--- src/hw/rtl/atkm_pkg.sv ---
// Shared types and constants of the AT response keyword matcher.
package atkm_pkg;

    typedef enum logic [1:0] {
        MODE_START = 2'd0,
        MODE_BYTE  = 2'd1,
        MODE_TICK  = 2'd2
    } mode_t;

    typedef enum logic [2:0] {
        ST_MATCH     = 3'd0,
        ST_PARAM     = 3'd1,
        ST_TIMEOUT   = 3'd2,
        ST_OVERFLOW  = 3'd3,
        ST_REPLY_ERR = 3'd4
    } status_t;

    // Register indexes of the configuration port
    localparam logic CFG_EXPECT_WORD = 1'b0;
    localparam logic CFG_EXPECT_LEN  = 1'b1;

    localparam int CFG_DATA_W = 64;
    localparam int LEN_W      = 4;
    localparam logic [LEN_W-1:0] LEN_RESET = 4'd2;

    // Reply tails, newest byte in the low byte: "ERROR" and "FAIL"
    localparam logic [39:0] TAIL_ERROR = 40'h45_52_52_4F_52;
    localparam logic [31:0] TAIL_FAIL  = 32'h46_41_49_4C;

    typedef struct packed {
        logic err_hit;
        logic key_hit;
    } match_flags_t;

endpackage

--- src/hw/rtl/atkm_if.sv ---
// Valid/ready channels for items and results of the keyword matcher.
interface atkm_item_if;
    logic        valid;
    logic        ready;
    logic [1:0]  mode;
    logic [7:0]  data_byte;
    logic [31:0] wait_ms;

    modport source (output valid, output mode, output data_byte, output wait_ms,
                    input ready);
    modport sink   (input valid, input mode, input data_byte, input wait_ms,
                    output ready);
endinterface

interface atkm_result_if;
    logic       valid;
    logic       ready;
    logic [2:0] status;

    modport source (output valid, output status, input ready);
    modport sink   (input valid, input status, output ready);
endinterface

--- src/hw/rtl/atkm_match.sv ---
// Suffix compare of the reply window against the error words and the keyword.
module atkm_match
    import atkm_pkg::*;
#(
    parameter int MAX_KEY_CHARS = 8
) (
    input  logic [8*MAX_KEY_CHARS-1:0] win,
    input  logic [CFG_DATA_W-1:0]      expect_word,
    input  logic [LEN_W-1:0]           expect_len,
    output match_flags_t               flags
);

    localparam int KW = $clog2(MAX_KEY_CHARS + 1);

    logic [KW-1:0] len_sat;
    logic [KW-1:0] key_len;

    assign len_sat = (expect_len > LEN_W'(MAX_KEY_CHARS)) ? KW'(MAX_KEY_CHARS)
                                                          : KW'(expect_len);

    // Keyword stops at its first zero character
    always_comb
    begin
        key_len = len_sat;
        for (int i = MAX_KEY_CHARS - 1; i >= 0; i--)
        begin
            if ((KW'(i) < len_sat) && (expect_word[8*i +: 8] == 8'h00))
                key_len = KW'(i);
        end
    end

    always_comb
    begin
        logic ok;
        int   idx;
        flags.err_hit = (win[39:0] == TAIL_ERROR) || (win[31:0] == TAIL_FAIL);
        flags.key_hit = 1'b0;
        for (int n = 0; n <= MAX_KEY_CHARS; n++)
        begin
            ok = 1'b1;
            for (int k = 0; k < MAX_KEY_CHARS; k++)
            begin
                idx = (n + MAX_KEY_CHARS - 1 - k) % MAX_KEY_CHARS;
                if ((k < n) && (win[8*k +: 8] != expect_word[8*idx +: 8]))
                    ok = 1'b0;
            end
            if (key_len == KW'(n))
                flags.key_hit = ok;
        end
    end

endmodule

--- src/hw/rtl/at_response_keyword_matcher_top.sv ---
// Top level of the AT response keyword matcher.
//
//   port     dir   beat payload                      accepted when
//   item     sink  mode, data_byte, wait_ms          item.valid & item.ready
//   result   src   status                            result.valid & result.ready
//   cfg      in    cfg_index, cfg_data               cfg_wr_en
//
// One item per cycle while the result is not stalled; an item's beat loads the input
// register, and from there the session update and suffix compare load the result register.
// The result register frees the input side while a result waits; item.ready
// drops only when the input register holds an item and the result is stalled.
// rst_n clears the session (idle) and loads expect_word 0 and expect_len 2.
module at_response_keyword_matcher_top
    import atkm_pkg::*;
#(
    parameter int BUFFER_BYTES  = 256,
    parameter int MAX_KEY_CHARS = 8
) (
    input  logic                  clk,
    input  logic                  rst_n,
    atkm_item_if.sink             item,
    atkm_result_if.source         result,
    input  logic                  cfg_wr_en,
    input  logic                  cfg_index,
    input  logic [CFG_DATA_W-1:0] cfg_data
);

    localparam int CNT_W  = $clog2(BUFFER_BYTES);
    localparam int HIST_W = 8 * (MAX_KEY_CHARS - 1);
    localparam logic [CNT_W-1:0] CNT_LAST = CNT_W'(BUFFER_BYTES - 1);

    logic [CFG_DATA_W-1:0] expect_word_reg;
    logic [LEN_W-1:0]      expect_len_reg;

    logic        s1_valid_reg;
    logic [1:0]  s1_mode_reg;
    logic [7:0]  s1_byte_reg;
    logic [31:0] s1_tmo_reg;
    logic        s1_advance;

    logic [HIST_W-1:0] recent_reg, recent_next;
    logic [CNT_W-1:0]  count_reg, count_next;
    logic [31:0]       time_left_reg, time_left_next;
    logic              active_reg, active_next;
    logic              nul_seen_reg, nul_seen_next;

    logic    out_valid_reg, out_valid_next;
    status_t status_reg, status_next;
    logic    res_hit;

    logic [8*MAX_KEY_CHARS-1:0] win;
    logic [31:0]                time_dec;
    match_flags_t               flags;

    assign s1_advance = !out_valid_reg || result.ready;
    assign item.ready = !s1_valid_reg || s1_advance;

    assign result.valid  = out_valid_reg;
    assign result.status = status_reg;

    always_ff @(posedge clk or negedge rst_n)
    begin
        if (!rst_n)
        begin
            expect_word_reg <= '0;
            expect_len_reg  <= LEN_RESET;
        end
        else if (cfg_wr_en)
        begin
            unique case (cfg_index)
                CFG_EXPECT_WORD: expect_word_reg <= cfg_data;
                CFG_EXPECT_LEN:  expect_len_reg  <= cfg_data[LEN_W-1:0];
                default:         expect_len_reg  <= expect_len_reg;
            endcase
        end
    end

    // Input register
    always_ff @(posedge clk or negedge rst_n)
    begin
        if (!rst_n)
            s1_valid_reg <= 1'b0;
        else if (item.ready)
            s1_valid_reg <= item.valid;
    end

    always_ff @(posedge clk)
    begin
        if (item.ready && item.valid)
        begin
            s1_mode_reg <= item.mode;
            s1_byte_reg <= item.data_byte;
            s1_tmo_reg  <= item.wait_ms;
        end
    end

    assign win      = {recent_reg, s1_byte_reg};
    assign time_dec = (time_left_reg != 32'd0) ? time_left_reg - 32'd1 : 32'd0;

    atkm_match #(
        .MAX_KEY_CHARS(MAX_KEY_CHARS)
    ) u_match (
        .win        (win),
        .expect_word(expect_word_reg),
        .expect_len (expect_len_reg),
        .flags      (flags)
    );

    always_comb
    begin
        recent_next    = recent_reg;
        count_next     = count_reg;
        time_left_next = time_left_reg;
        active_next    = active_reg;
        nul_seen_next  = nul_seen_reg;
        res_hit        = 1'b0;
        status_next    = status_reg;

        if (s1_valid_reg && s1_advance)
        begin
            unique case (mode_t'(s1_mode_reg))
                MODE_START:
                begin
                    recent_next    = '0;
                    count_next     = '0;
                    nul_seen_next  = 1'b0;
                    time_left_next = s1_tmo_reg;
                    active_next    = (s1_tmo_reg != 32'd0);
                    if (s1_tmo_reg == 32'd0)
                    begin
                        res_hit     = 1'b1;
                        status_next = ST_PARAM;
                    end
                end
                MODE_BYTE:
                begin
                    if (active_reg)
                    begin
                        recent_next   = win[HIST_W-1:0];
                        count_next    = count_reg + CNT_W'(1);
                        nul_seen_next = nul_seen_reg || (s1_byte_reg == 8'h00);
                        priority if (count_reg >= CNT_LAST)
                        begin
                            res_hit     = 1'b1;
                            status_next = ST_OVERFLOW;
                        end
                        else if (nul_seen_next)
                        begin
                            res_hit = 1'b0;
                        end
                        else if (flags.err_hit)
                        begin
                            res_hit     = 1'b1;
                            status_next = ST_REPLY_ERR;
                        end
                        else if (flags.key_hit)
                        begin
                            res_hit     = 1'b1;
                            status_next = ST_MATCH;
                        end
                        else
                        begin
                            res_hit = 1'b0;
                        end
                    end
                end
                MODE_TICK:
                begin
                    if (active_reg)
                    begin
                        time_left_next = time_dec;
                        if (time_dec == 32'd0)
                        begin
                            res_hit     = 1'b1;
                            status_next = ST_TIMEOUT;
                        end
                    end
                end
                default:
                begin
                    res_hit = 1'b0;
                end
            endcase

            // Any session-ending result drops the session
            if (res_hit)
            begin
                recent_next    = '0;
                count_next     = '0;
                time_left_next = '0;
                active_next    = 1'b0;
                nul_seen_next  = 1'b0;
            end
        end

        out_valid_next = res_hit || (out_valid_reg && !result.ready);
    end

    always_ff @(posedge clk or negedge rst_n)
    begin
        if (!rst_n)
        begin
            recent_reg    <= '0;
            count_reg     <= '0;
            time_left_reg <= '0;
            active_reg    <= 1'b0;
            nul_seen_reg  <= 1'b0;
            out_valid_reg <= 1'b0;
            status_reg    <= ST_MATCH;
        end
        else
        begin
            recent_reg    <= recent_next;
            count_reg     <= count_next;
            time_left_reg <= time_left_next;
            active_reg    <= active_next;
            nul_seen_reg  <= nul_seen_next;
            out_valid_reg <= out_valid_next;
            status_reg    <= status_next;
        end
    end

`ifndef SYNTH
    a_active_has_time: assert property (@(posedge clk) disable iff (!rst_n)
        active_reg |-> (time_left_reg != 32'd0))
        else $error("active session with no time left");

    a_idle_is_clear: assert property (@(posedge clk) disable iff (!rst_n)
        !active_reg |-> (count_reg == '0 && !nul_seen_reg && recent_reg == '0))
        else $error("idle with session state left over");

    a_count_bound: assert property (@(posedge clk) disable iff (!rst_n)
        count_reg <= CNT_LAST)
        else $error("byte count past buffer size");

    a_stall_holds_item: assert property (@(posedge clk) disable iff (!rst_n)
        (s1_valid_reg && !s1_advance) |=> (s1_valid_reg && $stable(s1_mode_reg)
                                           && $stable(s1_byte_reg)))
        else $error("stalled item lost");
`endif

endmodule
--- src/flat_wrapper.sv ---
// flat-port wrapper written by rule: the top's interface ports become plain ports
module at_response_keyword_matcher_top_flat import atkm_pkg::*;
#(
    parameter int BUFFER_BYTES  = 256,
    parameter int MAX_KEY_CHARS = 8
)
  (clk, rst_n, cfg_wr_en, cfg_index, cfg_data, item_valid, item_mode, item_data_byte, item_wait_ms, item_ready, result_valid, result_status, result_ready);
  atkm_item_if item_i ();
  atkm_result_if result_i ();
  input  logic clk;
  input  logic rst_n;
  input  logic cfg_wr_en;
  input  logic cfg_index;
  input  logic [CFG_DATA_W-1:0] cfg_data;
  input wire logic [$bits(item_i.valid)-1:0] item_valid;
  input wire logic [$bits(item_i.mode)-1:0] item_mode;
  input wire logic [$bits(item_i.data_byte)-1:0] item_data_byte;
  input wire logic [$bits(item_i.wait_ms)-1:0] item_wait_ms;
  output wire logic [$bits(item_i.ready)-1:0] item_ready;
  output wire logic [$bits(result_i.valid)-1:0] result_valid;
  output wire logic [$bits(result_i.status)-1:0] result_status;
  input wire logic [$bits(result_i.ready)-1:0] result_ready;
  assign item_i.valid = item_valid;
  assign item_i.mode = item_mode;
  assign item_i.data_byte = item_data_byte;
  assign item_i.wait_ms = item_wait_ms;
  assign item_ready = item_i.ready;
  assign result_valid = result_i.valid;
  assign result_status = result_i.status;
  assign result_i.ready = result_ready;
  at_response_keyword_matcher_top #(.BUFFER_BYTES(BUFFER_BYTES), .MAX_KEY_CHARS(MAX_KEY_CHARS)) u_core (.clk(clk), .rst_n(rst_n), .item(item_i), .result(result_i), .cfg_wr_en(cfg_wr_en), .cfg_index(cfg_index), .cfg_data(cfg_data));
endmodule
--- config.mk ---
export PLATFORM = sky130hd
export DESIGN_NAME = at_response_keyword_matcher_top_flat
export DESIGN_NICKNAME = d
export VERILOG_FILES = /design/src/hw/rtl/atkm_pkg.sv /design/src/hw/rtl/atkm_if.sv /design/src/hw/rtl/atkm_match.sv /design/src/hw/rtl/at_response_keyword_matcher_top.sv /design/src/flat_wrapper.sv
export SDC_FILE = /design/constraint.sdc
export NUM_CORES = 1
export LEC_CHECK = 0
export BUFFER_PORTS_ARGS = -buffer_cell sky130_fd_sc_hd__buf_2
export CORE_AREA = 4 4 162 164
export DETAILED_ROUTE_END_ITERATION = 10
export DIE_AREA = 0 0 166 168
export PLACE_DENSITY = 0.74
export SYNTH_ARGS = -nofsm -noshare
export SYNTH_HDL_FRONTEND = slang
export SYNTH_SLANG_ARGS = --single-unit
--- constraint.sdc ---
create_clock -name clk -period 3.6 [get_ports clk]
set_input_delay 0.72 -clock clk [delete_from_list [all_inputs] [get_ports clk]]
set_output_delay 0.72 -clock clk [all_outputs]
set_load 0.01 [all_outputs]
Yosys cells after proc, flatten, opt, wreduce, memory -nomap -nowiden
Cells that the tools add are included.
{"block": "word_totals", "reg_bits": 213, "input_bits": 112, "wordCells": 215}
{"block": "op_classes", "add_sub_neg": 2, "n_lt_le_gt_ge": 10, "n_eq_ne": 56, "muxes": 89, "bitwise": 1, "n_reduce_logical": 44}
{"cell": "$ne 8x8->1", "count": 36}
{"cell": "$mux 56", "count": 2}
{"cell": "$pmux 56 s2", "count": 1}
{"cell": "$mux 32", "count": 3}
{"cell": "$logic_not 8->1", "count": 9}
{"cell": "$logic_not 32->1", "count": 2}
{"cell": "$pmux 32 s2", "count": 1}
{"cell": "$reduce_bool 32->1", "count": 2}
{"cell": "$mux 1", "count": 59}
{"cell": "$eq 40x39->1 const B", "count": 1}
{"cell": "$mux 4", "count": 9}
{"cell": "$eq 32x31->1 const B", "count": 1}
{"cell": "$sub 32x1->32 const B", "count": 1}
{"cell": "$mux 3", "count": 8}
{"cell": "$eq 4x3->1 const B", "count": 4}
{"cell": "$lt 3x4->1 const A", "count": 4}
{"cell": "$mux 8", "count": 2}
{"cell": "$pmux 8 s2", "count": 1}
{"cell": "$logic_and 1x1->1", "count": 11}
{"cell": "$pmux 3 s3", "count": 1}
{"cell": "$reduce_bool 3->1", "count": 3}
{"cell": "$add 8x1->8 const B", "count": 1}
{"cell": "$eq 4x2->1 const B", "count": 2}
{"cell": "$ge 8x8->1 const B", "count": 1}
{"cell": "22 further kinds", "count": 37}

Logic depth before layout (Yosys ltp)
{"block": "logic_depth", "depth_word": 31, "depth_mapped": 16, "ltp_nobuf": 12}

Modules after synthesis
Synthesis repeated with hierarchy kept, for this count alone.
{"block": "hier_totals", "cells_unflattened": 1359, "area_unflattened_um2": 13649.3}
{"mod": "at_response_keyword_matcher_top", "n_inst": 1, "cells_each": 816, "area_each_um2": 9666.8, "seq_area_each_um2": 5541.6}
{"mod": "atkm_match", "n_inst": 1, "cells_each": 543, "area_each_um2": 3982.6, "seq_area_each_um2": 0.0}

Least setup slack after synthesis
Ideal clock, no wire load.
{"block": "synth_path", "path_kind": "reg-to-reg", "from": "register u_core.expect_word_reg[40]", "to": "register u_core.nul_seen_reg", "t_arrival_ps": 3470, "required_time_ps": 3535, "slack_ps": 65, "path_stages_with_launch": 14, "n_path_buf": 3, "period_less_slack_ps": 3535, "path_cell_list": "dfrtp_1 or4_1 or4_4 or2_0 a221oi_2 o221a_2 a211oi_1 or4_1 o22ai_2 o21ba_1 buf_4 buf_6 buf_6 a22o_1"}
{"block": "synth_via", "elab_chain_cells": 27, "elab_cells_between_ends": 58}
{"item": "from (decl)", "line_no": "at_response_keyword_matcher_top.sv:32", "text": "logic [CFG_DATA_W-1:0] expect_word_reg;"}
{"item": "from (signal assigned)", "line_no": "at_response_keyword_matcher_top.sv:71", "text": "CFG_EXPECT_WORD: expect_word_reg <= cfg_data;"}
{"item": "$logic_not 8->1", "line_no": "atkm_match.sv:27", "text": "if ((KW'(i) < len_sat) && (expect_word[8*i +: 8] == 8'h00))"}
{"item": "$logic_and 1x1->1", "line_no": "atkm_match.sv:27"}
{"item": "$mux 4 (6 in a row)", "line_no": "atkm_match.sv:27"}
{"item": "$logic_not 4->1", "line_no": "atkm_match.sv:47", "text": "if (key_len == KW'(n))"}
{"item": "$mux 1 (8 in a row)", "line_no": "atkm_match.sv:47"}
{"item": "$mux 1 *", "line_no": "atkm_match.sv:47"}
{"item": "$mux 1 *", "line_no": "at_response_keyword_matcher_top.sv:156", "text": "else if (flags.key_hit)"}
{"item": "$mux 1 *", "line_no": "at_response_keyword_matcher_top.sv:151", "text": "else if (flags.err_hit)"}
{"item": "$mux 1 *", "line_no": "at_response_keyword_matcher_top.sv:147", "text": "else if (nul_seen_next)"}
{"item": "$mux 1 *", "line_no": "at_response_keyword_matcher_top.sv:142", "text": "priority if (count_reg >= CNT_LAST)"}
{"item": "$mux 1 *", "line_no": "at_response_keyword_matcher_top.sv:137", "text": "if (active_reg)"}
{"item": "$pmux 1 s3 *", "line_no": "at_response_keyword_matcher_top.sv:121", "text": "unique case (mode_t'(s1_mode_reg))"}
{"item": "$mux 1 *", "line_no": "at_response_keyword_matcher_top.sv:119", "text": "if (s1_valid_reg && s1_advance)"}
{"item": "$ne 3x1->1 (no source line) / $reduce_bool 3->1 (equally long branches)"}
{"item": "$reduce_and 3->1 (no source line)"}
{"item": "to (signal assigned)", "line_no": "at_response_keyword_matcher_top.sv:217", "text": "nul_seen_reg <= nul_seen_next;"}
{"item": "to (decl)", "line_no": "at_response_keyword_matcher_top.sv:45", "text": "logic nul_seen_reg, nul_seen_next;"}
Every way passes the cells marked *; elsewhere a longest branch is shown, timed or not. The select of a mux whose other input is x is not followed.
A chain may end at the register's enable or synchronous reset.

Worst setup path after layout
{"block": "layout_path", "from": "register u_core.recent_reg[3]", "to": "register u_core.recent_reg[0]"}
{"block": "layout_via", "elab_chain_cells": 18, "elab_cells_between_ends": 56}
{"item": "from (decl)", "line_no": "at_response_keyword_matcher_top.sv:41", "text": "logic [HIST_W-1:0] recent_reg, recent_next;"}
{"item": "from (signal assigned)", "line_no": "at_response_keyword_matcher_top.sv:213", "text": "recent_reg <= recent_next;"}
{"item": "$ne 8x8->1", "line_no": "atkm_match.sv:44", "text": "if ((k < n) && (win[8*k +: 8] != expect_word[8*idx +: 8]))"}
{"item": "$mux 1", "line_no": "atkm_match.sv:44"}
{"item": "$mux 1 (on tied branches) (6 in a row)", "line_no": "atkm_match.sv:47, atkm_match.sv:44"}
{"item": "$mux 1", "line_no": "atkm_match.sv:47"}
{"item": "$mux 1", "line_no": "at_response_keyword_matcher_top.sv:156"}
{"item": "$mux 1 *", "line_no": "at_response_keyword_matcher_top.sv:151"}
{"item": "$mux 1 *", "line_no": "at_response_keyword_matcher_top.sv:147"}
{"item": "$mux 1 *", "line_no": "at_response_keyword_matcher_top.sv:142"}
{"item": "$mux 1 *", "line_no": "at_response_keyword_matcher_top.sv:137"}
{"item": "$pmux 1 s3 *", "line_no": "at_response_keyword_matcher_top.sv:121"}
{"item": "$mux 1 *", "line_no": "at_response_keyword_matcher_top.sv:119"}
{"item": "$ne 3x1->1 (no source line) / $reduce_bool 3->1 (equally long branches)"}
{"item": "$reduce_and 3->1 (no source line)"}
Marks and branches as above.

==> parameters.txt <==
Parameter                              Value

Final layout
  Number of nets in the final layout    1677
  Diode insertion count for antenna repair    0
  Number of fill cells    roughly 1900
  Share of final-layout standard cells stronger than drive strength 1    33.3%
  Max reg flops    64
  Area overhead of the layout relative to synthesis    26.2%

Drt
  Number of vias after detailed routing    between 10000 and 15000
  Final routed DRC violation total    0
  Violation count after the first detailed-route iteration    1320
  Total detailed-routing wirelength    ~50000 um
  Topmost layer with routed signal wires    met4
  Met3 layer wire length in the routed design    4290 um
  Detail Route met2 WL    23000 um
  Final routed wire length divided by cell count    26.3 um
  Post-route ant nets    0
  M1 WL    19300 um
  Number of detailed-routing iterations run before antenna repair    6
  Ratio of routed vias to standard cells    6.32

Worst setup path
  Sort of element at the end of the critical path    register
  Beginning of the critical path    u_core.recent_reg[3]
  Reg2reg path depth    13
  Critical R2R Capture    u_core.recent_reg[0]
  Reg-to-Reg Start    u_core.recent_reg[3]
  Critical path launch point type    register
  Required time worst endpoint    4.03 ns
  Data arrival, critical path    4.16 ns
  Crit path kind    reg -> reg
  Flop-to-flop setup slack    -0.14 ns
  Highest net fanout along the worst path    18

Synthesis
  Post-synth design cell area    13400 um^2
  Fraction of the mapped netlist area in compound gates    11.5%
  Synthesized net count    1448
  Library cell with the largest summed area after synthesis    sky130_fd_sc_hd__dfrtp_1
  Largest family of logic cells by synthesized area    XOR/XNOR gates
  Synthesis-stage register bit count    213
  Proportion of synthesized chip area in sequential cells    approximately two fifths
  Post-synthesis xor/xnor area fraction    19.7%
  Average cell area after synthesis    10.1 um^2
  Multiplexer share of the synthesized area    under 10%
  Fraction of synthesis flops using an asynchronous set or reset pin    ~80%
  Area fraction in and, or, nand and nor cells after synthesis    15.5%
  Adder and majority cell fraction of the synthesized area    0.652%
  Number of synthesized flops with an enable pin    42
  Post-synth top area share    31.7%
  Synthesized instance count    around 1300
  Synth unique cells    76
  Most numerous cell in the Yosys netlist    sky130_fd_sc_hd__xor2_1
  Synth warn    0
  Post-synth top flop    sky130_fd_sc_hd__dfrtp_1
  Leading post-synthesis cells by instance count    191 x sky130_fd_sc_hd__xor2_1, 170 x sky130_fd_sc_hd__dfrtp_1, 111 x sky130_fd_sc_hd__xnor2_1, 93 x sky130_fd_sc_hd__clkbuf_1, 82 x sky130_fd_sc_hd__nor4_1
  Ranking of synthesized cells by area    sky130_fd_sc_hd__dfrtp_1 32%, sky130_fd_sc_hd__xor2_1 12%, sky130_fd_sc_hd__edfxtp_1 9.4%

Timing
  Sum of negative setup slack    -8.70 ns
  Maximum clock frequency    around 270 MHz
  Hold_ws    0.168 ns
  Final worst path period need    3.74 ns
  Largest clock skew in the final design    0.0139 ns
  Actual slew at the worst max-slew pin    approximately 0.94 ns
  Final slew viol count    0
  Normalized max-slew margin    a little under two fifths
  Minimum setup slack in the final design    -0.135 ns
  Setup repair after global routing missed its margin    true
  Hold Violations, Final    0
  Final-report setup violation count    95
  Crit share post-route    104%

Place
  Routability-driven placement congestion ratio    1.06
  DPL Wire Length    37200 um
  Count of input and output buffers    about 120

Floorplanning
  Boundary Pins    117
  Placeable core area    between 20000 and 25000 um^2
  Die extent in x    166 um
  Starting density of the core    54.0%
  Die area    27900 um^2
  # rows    58
  Vert. Die Dim    168 um

Power and ir drop
  Power, Total    9.09 mW
  Leakage Power    7.29 nW
  Pwr dens    536 nW/um^2
  Peak ir drop on the vdd network    slightly above 500 uV

Outcome
  Run status    finished, violations left
  Violations in the final reports    setup timing

Global route
  Maximum number of pins on one net before global-route repair    65
  Via count of the first global-routing pass    12000
  Wire length of the first global-routing pass    74800 um
  GR Util All Layers    34.9%
  Total congestion overflow after global routing    0
  Number of antenna violations at the first check in global routing    0

Clocking
  CTS H-Tree Depth    1
  Register clock-pin slew on the reported worst setup and hold paths    0.07 ns
  Total of hold buffers inserted after clock tree synthesis    0
  CTS Buffer Depth    3
  Clk root buf    sky130_fd_sc_hd__clkbuf_16
  Clock buffers created by TritonCTS    23
  # clock sinks    213
  CTS tree    yes
  Clk Latency, worst-skew pair    0.55 ns

Run
  Max-cap violations    0

Worst hold path
  Hold/Removal Path Class    in -> async
repair_timing:
item	CTS	global route
gates resized for setup	37	25
pin swaps	18	6
setup buffers	7	1
setup endpoints to repair	100	100
gates cloned	4	2
cells by family after synthesis:
logic type	after synthesis
XOR/XNOR	302
multiplexers	82
adder cells (fa/ha/maj)	7
AND/OR/NAND/NOR	364
AO/OA/AOI/OAI	206
buffers and inverters	155
flip-flops	213
cells in the final DEF (no fill, tap or decap), types with 7 or more instances in the layout:
cell type,n
sky130_fd_sc_hd__buf_4,199
sky130_fd_sc_hd__xor2_1,191
sky130_fd_sc_hd__dfrtp_1,168
sky130_fd_sc_hd__buf_2,115
sky130_fd_sc_hd__xnor2_1,111
sky130_fd_sc_hd__nor4_1,80
sky130_fd_sc_hd__mux2_2,72
sky130_fd_sc_hd__a22o_1,62
sky130_fd_sc_hd__nor2_1,53
sky130_fd_sc_hd__nand4_1,49
sky130_fd_sc_hd__edfxtp_1,42
sky130_fd_sc_hd__nand2_1,38
sky130_fd_sc_hd__o21ai_0,31
sky130_fd_sc_hd__clkbuf_16,26
sky130_fd_sc_hd__a21oi_1,24
sky130_fd_sc_hd__nor3_1,24
sky130_fd_sc_hd__buf_12,18
sky130_fd_sc_hd__inv_1,17
sky130_fd_sc_hd__nand3_1,17
sky130_fd_sc_hd__or4_1,12
sky130_fd_sc_hd__a211oi_1,10
sky130_fd_sc_hd__mux2i_1,9
sky130_fd_sc_hd__nor2_2,8
sky130_fd_sc_hd__a221oi_1,7
sky130_fd_sc_hd__nor3_2,7
sky130_fd_sc_hd__a211oi_2,7
sky130_fd_sc_hd__ha_1,7
where the power goes:
part	switching, mW	internal (mW)	leakage [nW]
logic	1.75	1.54	4.36
registers	0.528	2.86	2.55
clock network	1.10	1.31	0.383
through the flow:
step	worst slack (ns)	instance area, um^2	instances	utilization [%]
floorplan	0.0647	13400	1329	-
global placement	-0.234	15700	1852	63.1
detailed placement	-0.284	15700	1852	63.1
CTS	-0.0728	16800	1903	67.6
global route	-0.219	17000	1905	68.2
finish	-0.135	17000	1905	68.2
worst max path at each step:
| stage | endpoint | slack [ns] | cells after the start |
|---|---|---|---|
| after global routing | u_core.recent_reg[18] | -0.22 | 12 |
| final | u_core.recent_reg[0] | -0.14 | 13 |
| after floorplan | u_core.nul_seen_reg | 0.06 | 13 |
| after CTS | u_core.recent_reg[43] | -0.07 | 12 |
| after global placement | u_core.recent_reg[1] | -0.23 | 12 |
| after detailed placement | u_core.recent_reg[43] | -0.28 | 12 |
critical path, cell delays in order, from the launching register on:
cell and delay, ns:
sky130_fd_sc_hd__dfrtp_1 0.56, sky130_fd_sc_hd__buf_4 0.24, sky130_fd_sc_hd__xor2_1 0.16, sky130_fd_sc_hd__nor4_1 0.51, sky130_fd_sc_hd__nand4_1 0.36, sky130_fd_sc_hd__o22ai_1 0.23, sky130_fd_sc_hd__mux2i_1 0.12, sky130_fd_sc_hd__o41ai_2 0.34
sky130_fd_sc_hd__buf_4 0.25, sky130_fd_sc_hd__o22ai_4 0.10, sky130_fd_sc_hd__buf_6 0.13, sky130_fd_sc_hd__o21ba_4 0.25, sky130_fd_sc_hd__buf_12 0.17, sky130_fd_sc_hd__a22o_1 0.19
area by class of cell:
cell class / count / area [um^2] / share of cell area [%]
multi-input combinational: 961 / 7560 / 44.6
sequential: 213 / 5540 / 32.7
timing repair buffer: 341 / 2610 / 15.4
clock buffer: 28 / 636 / 3.75
tap: 330 / 413 / 2.43
clock inverter: 14 / 134 / 0.789
inverter: 18 / 67.6 / 0.398
layer usage:
layer  global-route usage [%]  vias up
met2                     56.9      683
met4                     18.1        0
met1                     44.9     5893
met5                        0        -
li1                         -     5272
met3                     5.92      198
(Power assumes the default switching activity.)
